==> src/hdl/ute_pkg.sv <==
// ute_pkg: shared types, codes and helpers for the utf-8 terminal-safe escaper
// used by ute_scan and utf8_terminal_safe_escaper; no dependencies
`default_nettype none

package ute_pkg;

  localparam int unsigned CNT_BITS_DEF  = 32;
  localparam logic [31:0] LIMIT_RST     = 32'hFFFF_FFFF;
  localparam logic [7:0]  CHAR_BSLASH   = 8'h5C;
  localparam logic [7:0]  CHAR_X        = 8'h78;
  localparam logic [2:0]  ESC_LEN       = 3'd4;

  typedef logic [3:0][7:0] ute_buf_t;

  // scan verdict for the sequence at the head of the buffer
  typedef struct packed {
    logic       empty;
    logic       hold;
    logic       bad;
    logic       safe;
    logic [2:0] len;
  } ute_scan_t;

  typedef enum logic [4:0] {
    ST_IDLE  = 5'b00001,
    ST_SCAN  = 5'b00010,
    ST_CHECK = 5'b00100,
    ST_EMIT  = 5'b01000,
    ST_FLUSH = 5'b10000
  } ute_state_t;

  function automatic logic [7:0] hex_char(input logic [3:0] d);
    logic [7:0] r;
    if (d < 4'd10) begin
      r = 8'h30 + {4'h0, d};
    end else begin
      r = 8'h37 + {4'h0, d};
    end
    return r;
  endfunction

endpackage

`default_nettype wire

==> src/hdl/ute_scan.sv <==
// ute_scan: classifies the buffered sequence (length, validity, terminal safety)
// depends on ute_pkg
`default_nettype none

module ute_scan import ute_pkg::*; (
  input  ute_buf_t   buf_i,
  input  logic [2:0] n_i,
  input  logic       last_i,
  output ute_scan_t  scan_o
);

  function automatic logic byte_ok(input logic [7:0] first, input logic pos1,
                                   input logic [7:0] b);
    logic ok;
    ok = (b >= 8'h80) && (b <= 8'hBF);
    if (pos1) begin
      case (first)
        8'hE0:   ok = (b >= 8'hA0) && (b <= 8'hBF);
        8'hED:   ok = (b >= 8'h80) && (b <= 8'h9F);
        8'hF0:   ok = (b >= 8'h90) && (b <= 8'hBF);
        8'hF4:   ok = (b >= 8'h80) && (b <= 8'h8F);
        default: ok = ok;
      endcase
    end
    return ok;
  endfunction

  logic [7:0]  first;
  logic [2:0]  len;
  logic [2:0]  avail;
  logic        bad_bytes;
  logic        short;
  logic [20:0] cp;
  logic        safe;

  assign first = buf_i[0];

  always_comb begin
    if (first <= 8'h7F) begin
      len = 3'd1;
    end else if (first >= 8'hC2 && first <= 8'hDF) begin
      len = 3'd2;
    end else if (first >= 8'hE0 && first <= 8'hEF) begin
      len = 3'd3;
    end else if (first >= 8'hF0 && first <= 8'hF4) begin
      len = 3'd4;
    end else begin
      len = 3'd0;
    end
  end

  assign avail = (n_i < len) ? n_i : len;
  assign short = (n_i < len);

  always_comb begin
    bad_bytes = 1'b0;
    for (int i = 1; i < 4; i++) begin
      if (3'(i) < avail && !byte_ok(first, (i == 1), buf_i[i])) begin
        bad_bytes = 1'b1;
      end
    end
  end

  always_comb begin
    case (len)
      3'd1:    cp = {13'h0, first};
      3'd2:    cp = {10'h0, first[4:0], buf_i[1][5:0]};
      3'd3:    cp = {5'h0, first[3:0], buf_i[1][5:0], buf_i[2][5:0]};
      default: cp = {first[2:0], buf_i[1][5:0], buf_i[2][5:0], buf_i[3][5:0]};
    endcase
  end

  always_comb begin
    safe = 1'b1;
    if (cp < 21'h20) safe = 1'b0;
    if (cp >= 21'h7F && cp <= 21'h9F) safe = 1'b0;
    if (cp == 21'h5C || cp == 21'h2028 || cp == 21'h2029 || cp == 21'hFEFF) safe = 1'b0;
    if (cp == 21'h061C || cp == 21'h200E || cp == 21'h200F) safe = 1'b0;
    if (cp >= 21'h202A && cp <= 21'h202E) safe = 1'b0;
    if (cp >= 21'h2066 && cp <= 21'h2069) safe = 1'b0;
  end

  always_comb begin
    scan_o.empty = (n_i == 3'd0);
    scan_o.len   = len;
    scan_o.safe  = safe;
    scan_o.hold  = (len != 3'd0) && !bad_bytes && short && !last_i;
    scan_o.bad   = (len == 3'd0) || bad_bytes || (short && last_i);
  end

endmodule

`default_nettype wire

==> src/hdl/utf8_terminal_safe_escaper.sv <==
// utf8_terminal_safe_escaper: strict utf-8 check with \xHH escaping and output limit
// depends on ute_pkg and ute_scan
//
//  port group | dir | handshake           | payload
//  in_        | in  | in_valid / in_stall   | in_byte[7:0], in_last_byte
//  out_       | out | out_valid / out_stall | out_char[7:0], out_last_of_run,
//             |     |                       | out_limit_exceeded
//  cfg_       | in  | cfg_we                | cfg_wdata[31:0]
//
// one word: an accept step, a scan per sequence plus a closing scan, a check per
// chunk, an emit step per output char and a flush; a new byte is accepted only
// back in ST_IDLE, after the flush
// the single count adder/comparator checks the chunks one at a time in ST_CHECK
// synchronous active-low reset clears control, count and failure flag and sets the limit to all ones
// one char is held back to mark the last of a word; out_stall only freezes emission
`default_nettype none

module utf8_terminal_safe_escaper import ute_pkg::*; #(
  parameter int unsigned COUNT_BITS = CNT_BITS_DEF
) (
  input  wire logic        clk,
  input  wire logic        rst_n,
  input  wire logic        in_valid,
  output logic             in_stall,
  input  wire logic [7:0]  in_byte,
  input  wire logic        in_last_byte,
  output logic             out_valid,
  input  wire logic        out_stall,
  output logic [7:0]       out_char,
  output logic             out_last_of_run,
  output logic             out_limit_exceeded,
  input  wire logic        cfg_we,
  input  wire logic [31:0] cfg_wdata
);

  localparam int unsigned CMPW = (COUNT_BITS + 1 > 32) ? COUNT_BITS + 1 : 32;

  ute_state_t            state_r, state_nxt;
  ute_buf_t              buf_r, buf_nxt, buf_shift;
  logic [2:0]            n_r, n_nxt;
  logic                  last_r, last_nxt;
  logic                  failed_r, failed_nxt;
  logic [COUNT_BITS-1:0] count_r, count_nxt;
  logic [31:0]           limit_r;
  logic                  raw_r, raw_nxt;
  logic [2:0]            drop_r, drop_nxt;
  logic [1:0]            ci_r, ci_nxt;
  logic [1:0]            ei_r, ei_nxt;
  logic                  hold_v_r, hold_v_nxt;
  logic [7:0]            hold_c_r, hold_c_nxt;
  logic                  hold_e_r, hold_e_nxt;
  logic                  out_v_r, out_v_nxt;
  logic [7:0]            out_c_r, out_c_nxt;
  logic                  out_l_r, out_l_nxt;
  logic                  out_e_r, out_e_nxt;

  ute_scan_t             scan;
  logic                  out_free;
  logic                  slot_ok;
  logic [2:0]            clen;
  logic [COUNT_BITS:0]   sum;
  logic                  refuse;
  logic [7:0]            esc_byte;
  logic [7:0]            emit_c;
  logic                  chunk_done;

  ute_scan u_scan (
    .buf_i  (buf_r),
    .n_i    (n_r),
    .last_i (last_r),
    .scan_o (scan)
  );

  assign out_free = !out_v_r || !out_stall;
  assign slot_ok  = !hold_v_r || out_free;
  assign clen     = raw_r ? drop_r : ESC_LEN;
  assign sum      = {1'b0, count_r} + (COUNT_BITS+1)'(clen);
  assign refuse   = sum[COUNT_BITS] ||
                    (CMPW'(sum[COUNT_BITS-1:0]) > CMPW'(limit_r));
  assign esc_byte = buf_r[ei_r];

  always_comb begin
    if (raw_r) begin
      emit_c = buf_r[ci_r];
    end else begin
      case (ci_r)
        2'd0:    emit_c = CHAR_BSLASH;
        2'd1:    emit_c = CHAR_X;
        2'd2:    emit_c = hex_char(esc_byte[7:4]);
        default: emit_c = hex_char(esc_byte[3:0]);
      endcase
    end
  end

  assign chunk_done = raw_r ? ({1'b0, ci_r} + 3'd1 == drop_r) : (ci_r == 2'd3);

  always_comb begin
    for (int i = 0; i < 4; i++) begin
      logic [2:0] j;
      j = 3'(i) + drop_r;
      buf_shift[i] = (j < 3'd4) ? buf_r[j[1:0]] : 8'h00;
    end
  end

  always_comb begin
    state_nxt  = state_r;
    buf_nxt    = buf_r;
    n_nxt      = n_r;
    last_nxt   = last_r;
    failed_nxt = failed_r;
    count_nxt  = count_r;
    raw_nxt    = raw_r;
    drop_nxt   = drop_r;
    ci_nxt     = ci_r;
    ei_nxt     = ei_r;
    hold_v_nxt = hold_v_r;
    hold_c_nxt = hold_c_r;
    hold_e_nxt = hold_e_r;
    out_v_nxt  = out_v_r && out_stall;
    out_c_nxt  = out_c_r;
    out_l_nxt  = out_l_r;
    out_e_nxt  = out_e_r;

    unique case (state_r)
      ST_IDLE: begin
        if (in_valid && !failed_r) begin
          buf_nxt[n_r[1:0]] = in_byte;
          n_nxt             = n_r + 3'd1;
          last_nxt          = in_last_byte;
          state_nxt         = ST_SCAN;
        end
      end
      ST_SCAN: begin
        ci_nxt = 2'd0;
        ei_nxt = 2'd0;
        if (scan.empty || scan.hold) begin
          state_nxt = ST_FLUSH;
        end else begin
          state_nxt = ST_CHECK;
          if (scan.bad) begin
            raw_nxt  = 1'b0;
            drop_nxt = 3'd1;
          end else begin
            raw_nxt  = scan.safe;
            drop_nxt = scan.len;
          end
        end
      end
      ST_CHECK: begin
        if (refuse) begin
          if (slot_ok) begin
            if (hold_v_r) begin
              out_v_nxt = 1'b1;
              out_c_nxt = hold_c_r;
              out_l_nxt = 1'b0;
              out_e_nxt = hold_e_r;
            end
            hold_v_nxt = 1'b1;
            hold_c_nxt = 8'h00;
            hold_e_nxt = 1'b1;
            failed_nxt = 1'b1;
            n_nxt      = 3'd0;
            state_nxt  = ST_FLUSH;
          end
        end else begin
          count_nxt = sum[COUNT_BITS-1:0];
          ci_nxt    = 2'd0;
          state_nxt = ST_EMIT;
        end
      end
      ST_EMIT: begin
        if (slot_ok) begin
          if (hold_v_r) begin
            out_v_nxt = 1'b1;
            out_c_nxt = hold_c_r;
            out_l_nxt = 1'b0;
            out_e_nxt = hold_e_r;
          end
          hold_v_nxt = 1'b1;
          hold_c_nxt = emit_c;
          hold_e_nxt = 1'b0;
          ci_nxt     = ci_r + 2'd1;
          if (chunk_done) begin
            if (!raw_r && ({1'b0, ei_r} + 3'd1 != drop_r)) begin
              ei_nxt    = ei_r + 2'd1;
              state_nxt = ST_CHECK;
            end else begin
              buf_nxt   = buf_shift;
              n_nxt     = n_r - drop_r;
              state_nxt = ST_SCAN;
            end
          end
        end
      end
      ST_FLUSH: begin
        if (!hold_v_r) begin
          state_nxt = ST_IDLE;
        end else if (out_free) begin
          out_v_nxt  = 1'b1;
          out_c_nxt  = hold_c_r;
          out_l_nxt  = 1'b1;
          out_e_nxt  = hold_e_r;
          hold_v_nxt = 1'b0;
          state_nxt  = ST_IDLE;
        end
      end
      default: state_nxt = ST_IDLE;
    endcase
  end

  always_ff @(posedge clk) begin
    if (!rst_n) begin
      state_r  <= ST_IDLE;
      n_r      <= 3'd0;
      failed_r <= 1'b0;
      count_r  <= '0;
      limit_r  <= LIMIT_RST;
      hold_v_r <= 1'b0;
      out_v_r  <= 1'b0;
    end else begin
      state_r  <= state_nxt;
      n_r      <= n_nxt;
      failed_r <= failed_nxt;
      count_r  <= count_nxt;
      hold_v_r <= hold_v_nxt;
      out_v_r  <= out_v_nxt;
      if (cfg_we) begin
        limit_r <= cfg_wdata;
      end
    end
  end

  always_ff @(posedge clk) begin
    buf_r    <= buf_nxt;
    last_r   <= last_nxt;
    raw_r    <= raw_nxt;
    drop_r   <= drop_nxt;
    ci_r     <= ci_nxt;
    ei_r     <= ei_nxt;
    hold_c_r <= hold_c_nxt;
    hold_e_r <= hold_e_nxt;
    out_c_r  <= out_c_nxt;
    out_l_r  <= out_l_nxt;
    out_e_r  <= out_e_nxt;
  end

  assign in_stall           = (state_r != ST_IDLE);
  assign out_valid          = out_v_r;
  assign out_char           = out_c_r;
  assign out_last_of_run    = out_l_r;
  assign out_limit_exceeded = out_e_r;

  // no held char survives the end of a word
  a_hold_empty_idle: assert property (@(posedge clk) disable iff (!rst_n)
    state_r == ST_IDLE |-> !hold_v_r)
    else $error("held char left over at idle");

  // at most three pending bytes between words
  a_pending_bound: assert property (@(posedge clk) disable iff (!rst_n)
    state_r == ST_IDLE |-> n_r <= 3'd3)
    else $error("pending byte count out of range");

  // the error word is zero and ends its run
  a_error_word: assert property (@(posedge clk) disable iff (!rst_n)
    out_v_r && out_e_r |-> out_l_r && (out_c_r == 8'h00))
    else $error("malformed limit error word");

  // the char count only grows
  a_count_mono: assert property (@(posedge clk) disable iff (!rst_n)
    $past(rst_n) |-> count_r >= $past(count_r))
    else $error("output count went backwards");

endmodule

`default_nettype wire
==> config.mk <==
export PLATFORM = sky130hd
export DESIGN_NAME = utf8_terminal_safe_escaper
export DESIGN_NICKNAME = d
export VERILOG_FILES = /design/src/hdl/ute_pkg.sv /design/src/hdl/ute_scan.sv /design/src/hdl/utf8_terminal_safe_escaper.sv
export SDC_FILE = /design/constraint.sdc
export NUM_CORES = 1
export LEC_CHECK = 0
export BUFFER_PORTS_ARGS = -buffer_cell sky130_fd_sc_hd__buf_2
export CORE_UTILIZATION = 50
export DETAILED_ROUTE_END_ITERATION = 10
export PLACE_DENSITY_LB_ADDON = 0.25
export SETUP_SLACK_MARGIN = 0.2
export SYNTH_ARGS = -nofsm -noshare
export SYNTH_HDL_FRONTEND = slang
export SYNTH_SLANG_ARGS = --single-unit
==> constraint.sdc <==
create_clock -name clk -period 7 [get_ports clk]
set_input_delay 1.05 -clock clk [delete_from_list [all_inputs] [get_ports clk]]
set_output_delay 1.05 -clock clk [all_outputs]
set_load 0.03 [all_outputs]
; ---- Word-level counts from Yosys, hierarchy flattened
; Index checks and enable logic that the tools add are counted.
[word_totals]
inputBits = 46
regBits = 135
output_inout_bits = 12
[op_classes]
bitwise = 2
order_cmp = 43
n_reduce_logical = 68
add_sub_neg = 14
muxes = 102
eq_ne = 37
[ops]
columns = cell, count
row1 = 2-to-1 mux 8 bit, 20
row2 = 2-to-1 mux 32 bit, 4
row3 = binary-select mux 8 bit (select 2 bit), 6
row4 = == test 21 x 14 -> 1 bit (second input constant), 4
row5 = >= comparator 8 bit (second input constant), 8
row6 = <= comparator 8 bit (second input constant), 8
row7 = case mux 32 bit (2 select lines), 1
row8 = case mux 21 bit (3 select lines), 1
row9 = >= comparator 21 x 14 -> 1 bit (second input constant), 2
row10 = <= comparator 21 x 14 -> 1 bit (second input constant), 2
row11 = 2-to-1 mux 5 bit, 8
row12 = 2-to-1 mux 3 bit, 13
row13 = adder 32 x 3 -> 33 bit, 1
row14 = bitwise mux 32 bit, 1
row15 = == test 8 bit (second input constant), 4
row16 = greater-than comparator 32 bit, 1
row17 = adder 6 x 4 -> 7 bit (first input constant), 4
row18 = 2-to-1 mux 1 bit, 27
row19 = case mux 5 bit (5 select lines), 1
row20 = logical AND 1 bit, 24
row21 = case mux 8 bit (3 select lines), 1
row22 = == test 21 x 11 -> 1 bit (second input constant), 1
row23 = == test 21 x 16 -> 1 bit (second input constant), 1
row24 = == test 21 x 7 -> 1 bit (second input constant), 1
row25 = other kinds (55), 122

; ---- Logic depth before layout (Yosys ltp)
; Gate-level depths: netlist (run 1).
[logic_depth]
depth_word = 20
depth_mapped = 23
depth_no_buf = 19

; ---- By module
; From an unflattened synthesis (run 1), not the netlist that was laid out.
[unflattened]
cells_unflattened = 1093
hier_area_um2 = 9579.2
[by_module_without_submodules]
columns = mod, seq_area_each_um2, area_each_um2, cells_per_inst, n_inst
row1 = utf8_terminal_safe_escaper, 3303.2, 8604.5, 947, 1
row2 = ute_scan, 0.0, 974.7, 146, 1

; ---- Worst setup path after synthesis (run 1)
; Ideal clock, no wire load.
[synth_path]
path_kind = reg-to-reg
from = register drop_r[0]
to = register out_c_r[0] (netlist: out_char[0]) (enable)
path_buffers = 4
slack_ps = 2089
synth_period_minus_slack_ps = 4911
arrival_ps = 4537
setup_ps = 374
t_required_ps = 6626
path_stages_with_launch = 23
path_cell_list = edfxtp_1 buf_2 buf_1 inv_1 nor2_1 ha_1 inv_1 fa_1 nor2b_1 o2111a_1 and3_1 buf_2 nand3_1 xnor2_1 ha_1 nand4_1 nor3_1 and4_1 o31ai_1 nand4_2 buf_2 nand3_1 nor2_1
[synth_between]
elab_chain_cells = 6
[synth_lines]
columns = element, line
row1 = start: declaration, utf8_terminal_safe_escaper.sv:46  ; logic [2:0] drop_r, drop_nxt;
row2 = start signal: assignment, utf8_terminal_safe_escaper.sv:237  ; drop_r <= drop_nxt;
row3 = 2-to-1 mux 3 bit, utf8_terminal_safe_escaper.sv:76  ; assign clen = raw_r ? drop_r : ESC_LEN;
row4 = adder 32 x 3 -> 33 bit, utf8_terminal_safe_escaper.sv:77  ; assign sum = {1'b0, count_r} + (COUNT_BITS+1)'(clen);
row5 = net sum[20], utf8_terminal_safe_escaper.sv:61  ; logic [COUNT_BITS:0] sum;
row6 = greater-than comparator 32 bit, utf8_terminal_safe_escaper.sv:79  ; (CMPW'(sum[COUNT_BITS-1:0]) > CMPW'(limit_r));
row7 = logical OR 1 bit, utf8_terminal_safe_escaper.sv:78  ; assign refuse = sum[COUNT_BITS] ||
row8 = inequality test 2 bit (no line), --
row9 = AND reduction 4 bit (no line), --
row10 = end signal: assignment, utf8_terminal_safe_escaper.sv:242  ; out_c_r <= out_c_nxt;
row11 = end: declaration, utf8_terminal_safe_escaper.sv:53  ; logic [7:0] out_c_r, out_c_nxt;
; The timed path passes the listed nets, and every way through them passes these cells.
; A chain may end at the register's enable or synchronous reset.

; ---- Worst setup path in the final report (run 1)
[layout_path]
from = register raw_r
to = register out_c_r[1] (netlist: out_char[1]) (enable)
[layout_between]
elab_chain_cells = 6
[layout_lines]
columns = element, line
row1 = start: declaration, utf8_terminal_safe_escaper.sv:45  ; logic raw_r, raw_nxt;
row2 = start signal: assignment, utf8_terminal_safe_escaper.sv:236  ; raw_r <= raw_nxt;
row3 = 2-to-1 mux 3 bit, utf8_terminal_safe_escaper.sv:76
row4 = adder 32 x 3 -> 33 bit, utf8_terminal_safe_escaper.sv:77
row5 = net sum[26], utf8_terminal_safe_escaper.sv:61
row6 = greater-than comparator 32 bit, utf8_terminal_safe_escaper.sv:79
row7 = logical OR 1 bit, utf8_terminal_safe_escaper.sv:78
row8 = inequality test 2 bit (no line), --
row9 = AND reduction 4 bit (no line), --
; The timed path passes the listed nets, and every way through them passes these cells.

==> reports/qor.yml, run 1 <==
run_status:
  run_status: "completed"
layout:
  n_antenna_cell: 0
  drive_above_1_share_pct: 12.3
  multiInputGateArea_mm2: 0.00577
  area.sequential_mm2: 0.00330
  finalNetCount: 1208
  area.growth.synth_to_final_pct: 9.71
  fillers: 1655
setup_path:
  crit_path_end_kind: "flip-flop"
  timing.reg2reg.setup_slack_ns: 1.19
  startpoint_of_the_most_critical_register_to_register_path: "raw_r$_SDFFCE_PP0P_"
  timing.reg2reg.worst_path_depth: 18
  slowest_stage: "nor2_1"
  critical_path_peak_fanout: 26
  crit_arrival_ns: 5.87
  crit-reg2reg-capture: "out_char[1]$_DFFE_PP_"
  cp_slowest_stage_delay_ns: 0.56
  worstSetupStartpointType: "flip-flop"
  timing_worst_setup_path_type: "reg -> reg"
  timing.critical_path.cells: "clkinv_1 > nor2_1 > ha_1 > inv_1 > fa_1 > nor2b_1 > o2111a_1 > and3_1 > and3_1 > xor2_1 > ha_1 > nand2_1 > o21a_1 > o21ai_0 > o21ai_0 > nand3_2 > nand3_1 > nor2_1"
  worst-endpoint-required_ns: 7.06
die:
  design.die.area_mm2: 0.0197
  floorplan.die.height_um: 140
  placement_rows: 50
  core-area_mm2: 0.0187
  fp.dieW_um: 140
  start_util_pct: 51.2
  io_pins: 58
worst_hold_path:
  worst_hold_endpoint: "out_char[3]$_DFFE_PP_"
  min_path_cells: 0
  timing.hold.worst.start: "hold_c_r[3]$_SDFFCE_PN0P_"
  hp-class: "reg -> reg"
clocking:
  clock_tree_from_tritoncts: "built"
  worstSkewPairLatency_ns: 0.44
  post_cts.resized_instances: 0
  cts_setup_buffers: 0
  tritoncts.num_buffers: 17
  htree_num_levels: 4
  path_clk_slew_ns: 0.05
  cts-hold-fix-buffers: 0
  ctsRootBufferMaster: "clkbuf_16"
  clock-sinks: 135
  ctsLongestPathBuffers: 2
logic_synthesis:
  syn-instance-count: 1094
  synth_fp_nets: 1190
  synth_top_family_by_area: "simple AND/OR/NAND/NOR gates"
  yosys_warnings: 0
  synth_edf_count: 60
  async_reset_ff_share_pct: 0
  synthesis.area_per_instance_um2: 8.75
  yosys-mux-area-fraction_pct: 7.82
  synthDistinctLibCells: 84
  synth_seq_cells: 135
  netlist_area_mm2: 0.00957
  post-synth-top-area-fraction_pct: 18.8
  synth_compound_area_share_pct: 19.1
  synth_flop_cell: "dfxtp_1"
  synthTopCellsByArea: "edfxtp_1, dfxtp_1, ha_1, nand2_1, a21oi_1"
  synthAdderAreaFrac_pct: 6.69
  synth_seq_area_share_pct: 34.5
  synthSimpleGateAreaFrac_pct: 20.6
  synth.largest_area_cell: "edfxtp_1"
  yosys.area_share.xor_xnor_pct: 5.95
pwr:
  leakagePower_nw: 4.51
  vdd_ir_drop_max_uv: 196
  pwr_density_cell_mw_per_mm2: 268
global_route:
  grt_use_met1_pct: 36.3
  grt_overflow: 0
  largest_net_degree_at_the_start_of_global_routing: 79
  grt.met2_usage_pct: 37.4
  grt.busiest_layer: "met2"
  m3_gr_usage_pct: 4.75
  grtUsageTotal_pct: 24.9
  global_route_wire_length_before_repair_um: 38900
  first_global_vias: 7556
  antenna_violations_before_repair: 0
placement:
  io_buffers: 57
  detailedPlacementHpwl_um: 16800
  dp_worst_setup_slack_ns: 1.29
  routabilityCongestion: 0.923
run:
  max_cap_viol_count: 0
drt:
  dr_total_vias: 8147
  drt_via_density: 5.99
  post_route_wl_um: 23900
  drc_errors: 0
  drt_iter0_markers: 828
  wl_per_cell_um: 17.6
  drtAntennaViolNets: 0
  drt_pass1_iterations: 6
sta:
  period_needed_ns: 5.81
  rsz0062_at_grt: "no"
  finalCritPeriodShare_pct: 83.0
  finalHoldViolations: 0
  timing_worst_slew_pin_value_ns: 0.983
  post_layout_worst_setup_margin_ns: 1.19
  maxSlewViolCount: 0
  timing.max_slew.rel_slack_pct: 34.5
  max_freq_mhz: 172
  worst_clock_skew_ns: 0.0126
  finalSetupTns_ns: 0
  finalSetupViolations: 0
-- layer usage --
metal  vias to the layer above  share of wire (%)
met3                        37                6.6
met5                         -                  0
met4                         0                1.4
li1                       4006                  -
met1                      3806                 49
met2                       298                 43
-- cell type report --
type,instances,share of cell area [%]
Timing Repair Buffer,63,3.15
Multi-Input combinational cell,833,54.9
Tap cell,234,2.79
Sequential cell,135,31.5
Clock inverter,14,1.37
Clock buffer,18,4.09
Inverter,62,2.22
-- registers in the layout, summed over array words and instances, names as in the netlist, 2 cells and up --
| signal | flops |
|---|---|
| buf_r | 32 |
| limit_r | 32 |
| drop_r | 3 |
| hold_c_r | 8 |
| count_r | 32 |
| ei_r | 2 |
| n_r | 3 |
| out_char | 8 |
| ci_r | 2 |
| state_r | 5 |
-- per-stage QoR --
stage	hold slack, ns	total power [W]	area, um2	std cells	utilization [%]
6_report	0.415	0.00282	10500	1359	56.1
5_1_grt	0.428	0.00297	10500	1359	56.1
4_1_cts	0.415	0.00281	10500	1359	56.1
3_5_place_dp	0.405	0.00192	9930	1327	53.1
3_3_place_gp	0.401	0.00191	9930	1327	53.1
2_1_floorplan	0.400	0.00170	9570	1094	-
-- where the power goes --
group / internal [W] / total (W) / switching [W]
Combinational: 0.000351 / 0.000870 / 0.000519
Clock: 0.000526 / 0.000889 / 0.000363
Sequential: 0.000906 / 0.00106 / 0.000154
-- Yosys cell counts, types with 5 or more instances --
cell type,instances
mux2_2,14
buf_1,11
and3_1,21
nand3_1,23
inv_1,58
clkbuf_1,36
and2_1,31
buf_2,13
nor2_1,76
nor3_1,16
a31oi_1,5
xnor2_1,30
o2111ai_1,5
and4_1,7
o21ai_0,48
a21boi_0,7
o211ai_1,38
nand2b_1,16
ha_1,48
a21boi_1,5
xor2_1,35
nand3b_1,6
nand2_1,134
mux2i_1,23
a21oi_1,84
nor4_1,6
a21o_1,7
nor2b_1,13
dfxtp_1,75
edfxtp_1,60
mux4_2,16
nand4_1,16
o21a_1,9
a22o_1,11
a211oi_1,7
-- critical path: cells and delay by family (launching register included) --
kind / cells / cell delay, ns
adder cells (fa/ha/maj): 3 / 0.86
buffers and inverters: 2 / 0.39
AND/OR/NAND/NOR: 8 / 2.40
AO/OA/AOI/OAI: 4 / 1.14
flip-flops: 1 / 0.55
XOR/XNOR: 1 / 0.08
-- worst max-delay path by stage --
stage	startpoint	end	slack, ns	depth (start not counted)
2_1_floorplan	drop_r[0]$_SDFFCE_PP1P_	out_char[0]$_DFFE_PP_	2.09	22
4_1_cts	raw_r$_SDFFCE_PP0P_	out_char[1]$_DFFE_PP_	1.21	18
6_report	raw_r$_SDFFCE_PP0P_	out_char[1]$_DFFE_PP_	1.19	18
3_3_place_gp	raw_r$_SDFFCE_PP0P_	out_char[1]$_DFFE_PP_	1.42	18
5_1_grt	raw_r$_SDFFCE_PP0P_	n_r[1]$_SDFFE_PN0P_	0.61	19
3_5_place_dp	raw_r$_SDFFCE_PP0P_	out_char[3]$_DFFE_PP_	1.29	18
-- cell usage in the layout (no fill, tap or decap), types with 5 or more instances in the layout --
| cell type | count |
|---|---|
| nand4_1 | 16 |
| mux2_2 | 14 |
| xnor2_1 | 30 |
| buf_2 | 57 |
| clkinv_1 | 5 |
| a22o_1 | 11 |
| edfxtp_1 | 60 |
| dfxtp_1 | 75 |
| nor4_1 | 6 |
| and2_1 | 31 |
| o2111ai_1 | 5 |
| a211oi_1 | 7 |
| and4_1 | 7 |
| o21a_1 | 9 |
| o211ai_1 | 38 |
| nor2b_1 | 13 |
| nor3_1 | 16 |
| nand3b_1 | 6 |
| nor2_1 | 76 |
| and3_1 | 21 |
| mux4_2 | 16 |
| o21ai_0 | 48 |
| a21oi_1 | 84 |
| ha_1 | 48 |
| buf_4 | 6 |
| a21boi_1 | 5 |
| mux2i_1 | 23 |
| clkbuf_16 | 17 |
| nand2b_1 | 16 |
| xor2_1 | 35 |
| a21o_1 | 7 |
| a21boi_0 | 7 |
| nand2_1 | 134 |
| inv_1 | 58 |
| nand3_1 | 23 |
| a31oi_1 | 5 |
| inv_6 | 6 |
-- logic make-up (layout without fill, tap and decap cells) --
family                     Yosys count  count (layout)
xor gates and xnor gates            65              65
adders and majority gates           50              50
muxes                               53              53
DFF                                135             135
and+or+nand+nor                    388             388
buffers and inverters              126             157
AOI/OAI and AO/OA                  277             277
(Power assumes the default switching activity.)
==> run 2: changes to the inputs <==
==> constraint.sdc (replaced) <==
create_clock -name clk -period 5.1 [get_ports clk]
set_input_delay 0.765 -clock clk [delete_from_list [all_inputs] [get_ports clk]]
set_output_delay 0.765 -clock clk [all_outputs]
set_load 0.03 [all_outputs]
==> run 2 against run 1 <==
Against the previous run: combinational power up 48%; clock power up 34%; non-clock buffer count up 20; critical endpoint is now count_r[21]$_SDFFE_PN0P_; flip-flop and latch count unchanged.
==> reports/qor.yml, run 2 (same netlist as run 1, synthesis figures left out) <==
clocking:
  path_clk_slew_ns: 0.06
  clock-sinks: 135
  ctsRootBufferMaster: "clkbuf_16"
  cts-hold-fix-buffers: 0
  tritoncts.num_buffers: 17
  clock_tree_from_tritoncts: "built"
  ctsLongestPathBuffers: 2
  worstSkewPairLatency_ns: 0.43
  htree_num_levels: 4
drt:
  detailroute.wirelength.met3_um: 1750
  dr_total_vias: 8227
  drt_pass1_iterations: 5
  drt-met1-wl_um: 11600
  route.met2.wl_um: 10200
  drt_via_density: 5.97
  drc_errors: 0
  drtAntennaViolNets: 0
  post_route_wl_um: 23900
  drt_iter0_markers: 615
  top_layer: "met4"
  wl_per_cell_um: 17.4
setup_path:
  cp_slowest_stage_delay_ns: 0.42
  timing.critical_path.cells: "clkinv_1 > nor2_1 > ha_1 > inv_1 > fa_1 > nor2b_2 > o2111a_2 > and3_2 > xor2_1 > ha_1 > a21o_1 > a2111oi_1 > o31ai_1 > a211oi_2 > nand4_4 > buf_12 > and2_1 > or3_1 > a21boi_1"
  crit_arrival_ns: 5.01
  startpoint_of_the_most_critical_register_to_register_path: "raw_r$_SDFFCE_PP0P_"
  crit_startpoint: "raw_r$_SDFFCE_PP0P_"
  worst-endpoint-required_ns: 5.46
  critical_path_peak_fanout: 20
  worstSetupStartpointType: "flip-flop"
  timing_worst_setup_path_type: "reg -> reg"
  crit_path_end_kind: "flip-flop"
  cp_common_cell: "ha_1"
  slowest_stage: "a2111oi_1"
global_route:
  largest_net_degree_at_the_start_of_global_routing: 64
  antenna_violations_before_repair: 0
  first_global_vias: 7738
  grt_overflow: 0
  global_route_wire_length_before_repair_um: 39700
  grtUsageTotal_pct: 25.5
die:
  start_util_pct: 51.2
  floorplan.die.height_um: 140
  fp.dieW_um: 140
  core-area_mm2: 0.0187
  io_pins: 58
  placement_rows: 50
  design.die.area_mm2: 0.0197
sta:
  finalCritPeriodShare_pct: 91.2
  worst_clock_skew_ns: 0.0132
  maxSlewViolCount: 0
  timing_worst_slew_pin_value_ns: 1.05
  finalSetupViolations: 0
  finalSetupTns_ns: 0
  period_needed_ns: 4.65
  final_worst_hold_slack_ns: 0.414
  finalHoldViolations: 0
  timing.max_slew.rel_slack_pct: 29.7
  rsz0062_at_grt: "no"
  max_freq_mhz: 215
layout:
  biggestRegsByFlops: "buf_r (32), count_r (32), limit_r (32)"
  most_frequent_cells_in_the_layout: "nand2_1, a21oi_1, dfxtp_1, nor2_1, edfxtp_1"
  drive_above_1_share_pct: 14.4
  final_cell_area_mm2: 0.0107
  finalNetCount: 1228
  n_antenna_cell: 0
  area.growth.synth_to_final_pct: 11.7
  layout.cells.most_common: "nand2_1"
  fin_cells: 1379
  fillers: 1680
placement:
  place.detailed.instances: 1346
  dpl-instance-area_mm2: 0.0101
  io_buffers: 57
  routabilityCongestion: 0.958
  detailedPlacementHpwl_um: 17200
pwr:
  leakagePower_nw: 4.61
  pwr_density_cell_mw_per_mm2: 364
  vdd_ir_drop_max_uv: 273
run:
  max_cap_viol_count: 0
worst_hold_path:
  timing.hold.worst.start: "hold_c_r[5]$_SDFFCE_PN0P_"
  hp-class: "reg -> reg"
run_status:
  run_status: "completed"
[run 2: changes by cell type in the layout (fill, tap and decap cells not counted), sizes merged]
cell / previous run / this run
clkinvlp: 1 / 2
bufinv: 2 / 1
inv: 64 / 65
buf: 63 / 83
clkinv: 9 / 7
clkbuf: 18 / 19
[run 2: power breakdown]
group | internal, W | leakage (nW) | switching, W | total (W)
registers | 0.00124 | 1.19 | 0.000165 | 0.00141
logic | 0.000515 | 3.14 | 0.000780 | 0.00129
clock network | 0.000688 | 0.272 | 0.000503 | 0.00119
[run 2: worst max-delay path: cells and delay by family, from the launching register on]
family          cells  cell delay [ns]
simple gates        6             1.32
flops               1             0.35
fa+ha+maj           3             0.85
compound gates      6             1.53
xor+xnor            1             0.16
buf+inv             3             0.36
[run 2: what timing repair did]
item,CTS,global route
pin swaps,0,3
resized for setup,1,12
buffers inserted,0,1
setup endpoints to repair,9,56
gates cloned,0,0
hold endpoints to repair,0,0
[run 2: area by class of cell]
cell class / instances / area (um2) / area share [%]
multi-input cells: 833 / 5810 / 54.4
inverters: 62 / 233 / 2.18
flip-flops and latches: 135 / 3300 / 30.9
repair buffers: 83 / 493 / 4.61
well taps: 234 / 293 / 2.74
clock buffers: 19 / 443 / 4.14
clock inverters: 13 / 116 / 1.09
[run 2: layer usage]
layer	GRT usage (%)	vias to the layer above
met5	0	-
met4	7.63	0
met3	4.85	36
met2	38.4	290
met1	36.7	3861
li1	-	4040
[run 2: final timing paths]
path                                   end  slack, ns  cells past startpoint
setup / recovery  count_r[21]$_SDFFE_PN0P_       0.45                     19
hold / removal       out_char[5]$_DFFE_PP_       0.41                      0
setup reg to reg  count_r[21]$_SDFFE_PN0P_       0.45                     19
hold reg to reg      out_char[5]$_DFFE_PP_       0.41                      0
[run 2: stage by stage]
| step | worst slack [ns] | power, W | utilization [%] |
|---|---|---|---|
| after floorplan | 0.330 | 0.00234 | - |
| after global placement | 0.349 | 0.00268 | 53.9 |
| after detailed placement | 0.266 | 0.00269 | 53.9 |
| after CTS | 0.248 | 0.00389 | 56.9 |
| after global routing | 0.197 | 0.00411 | 57.2 |
| final | 0.451 | 0.00389 | 57.2 |
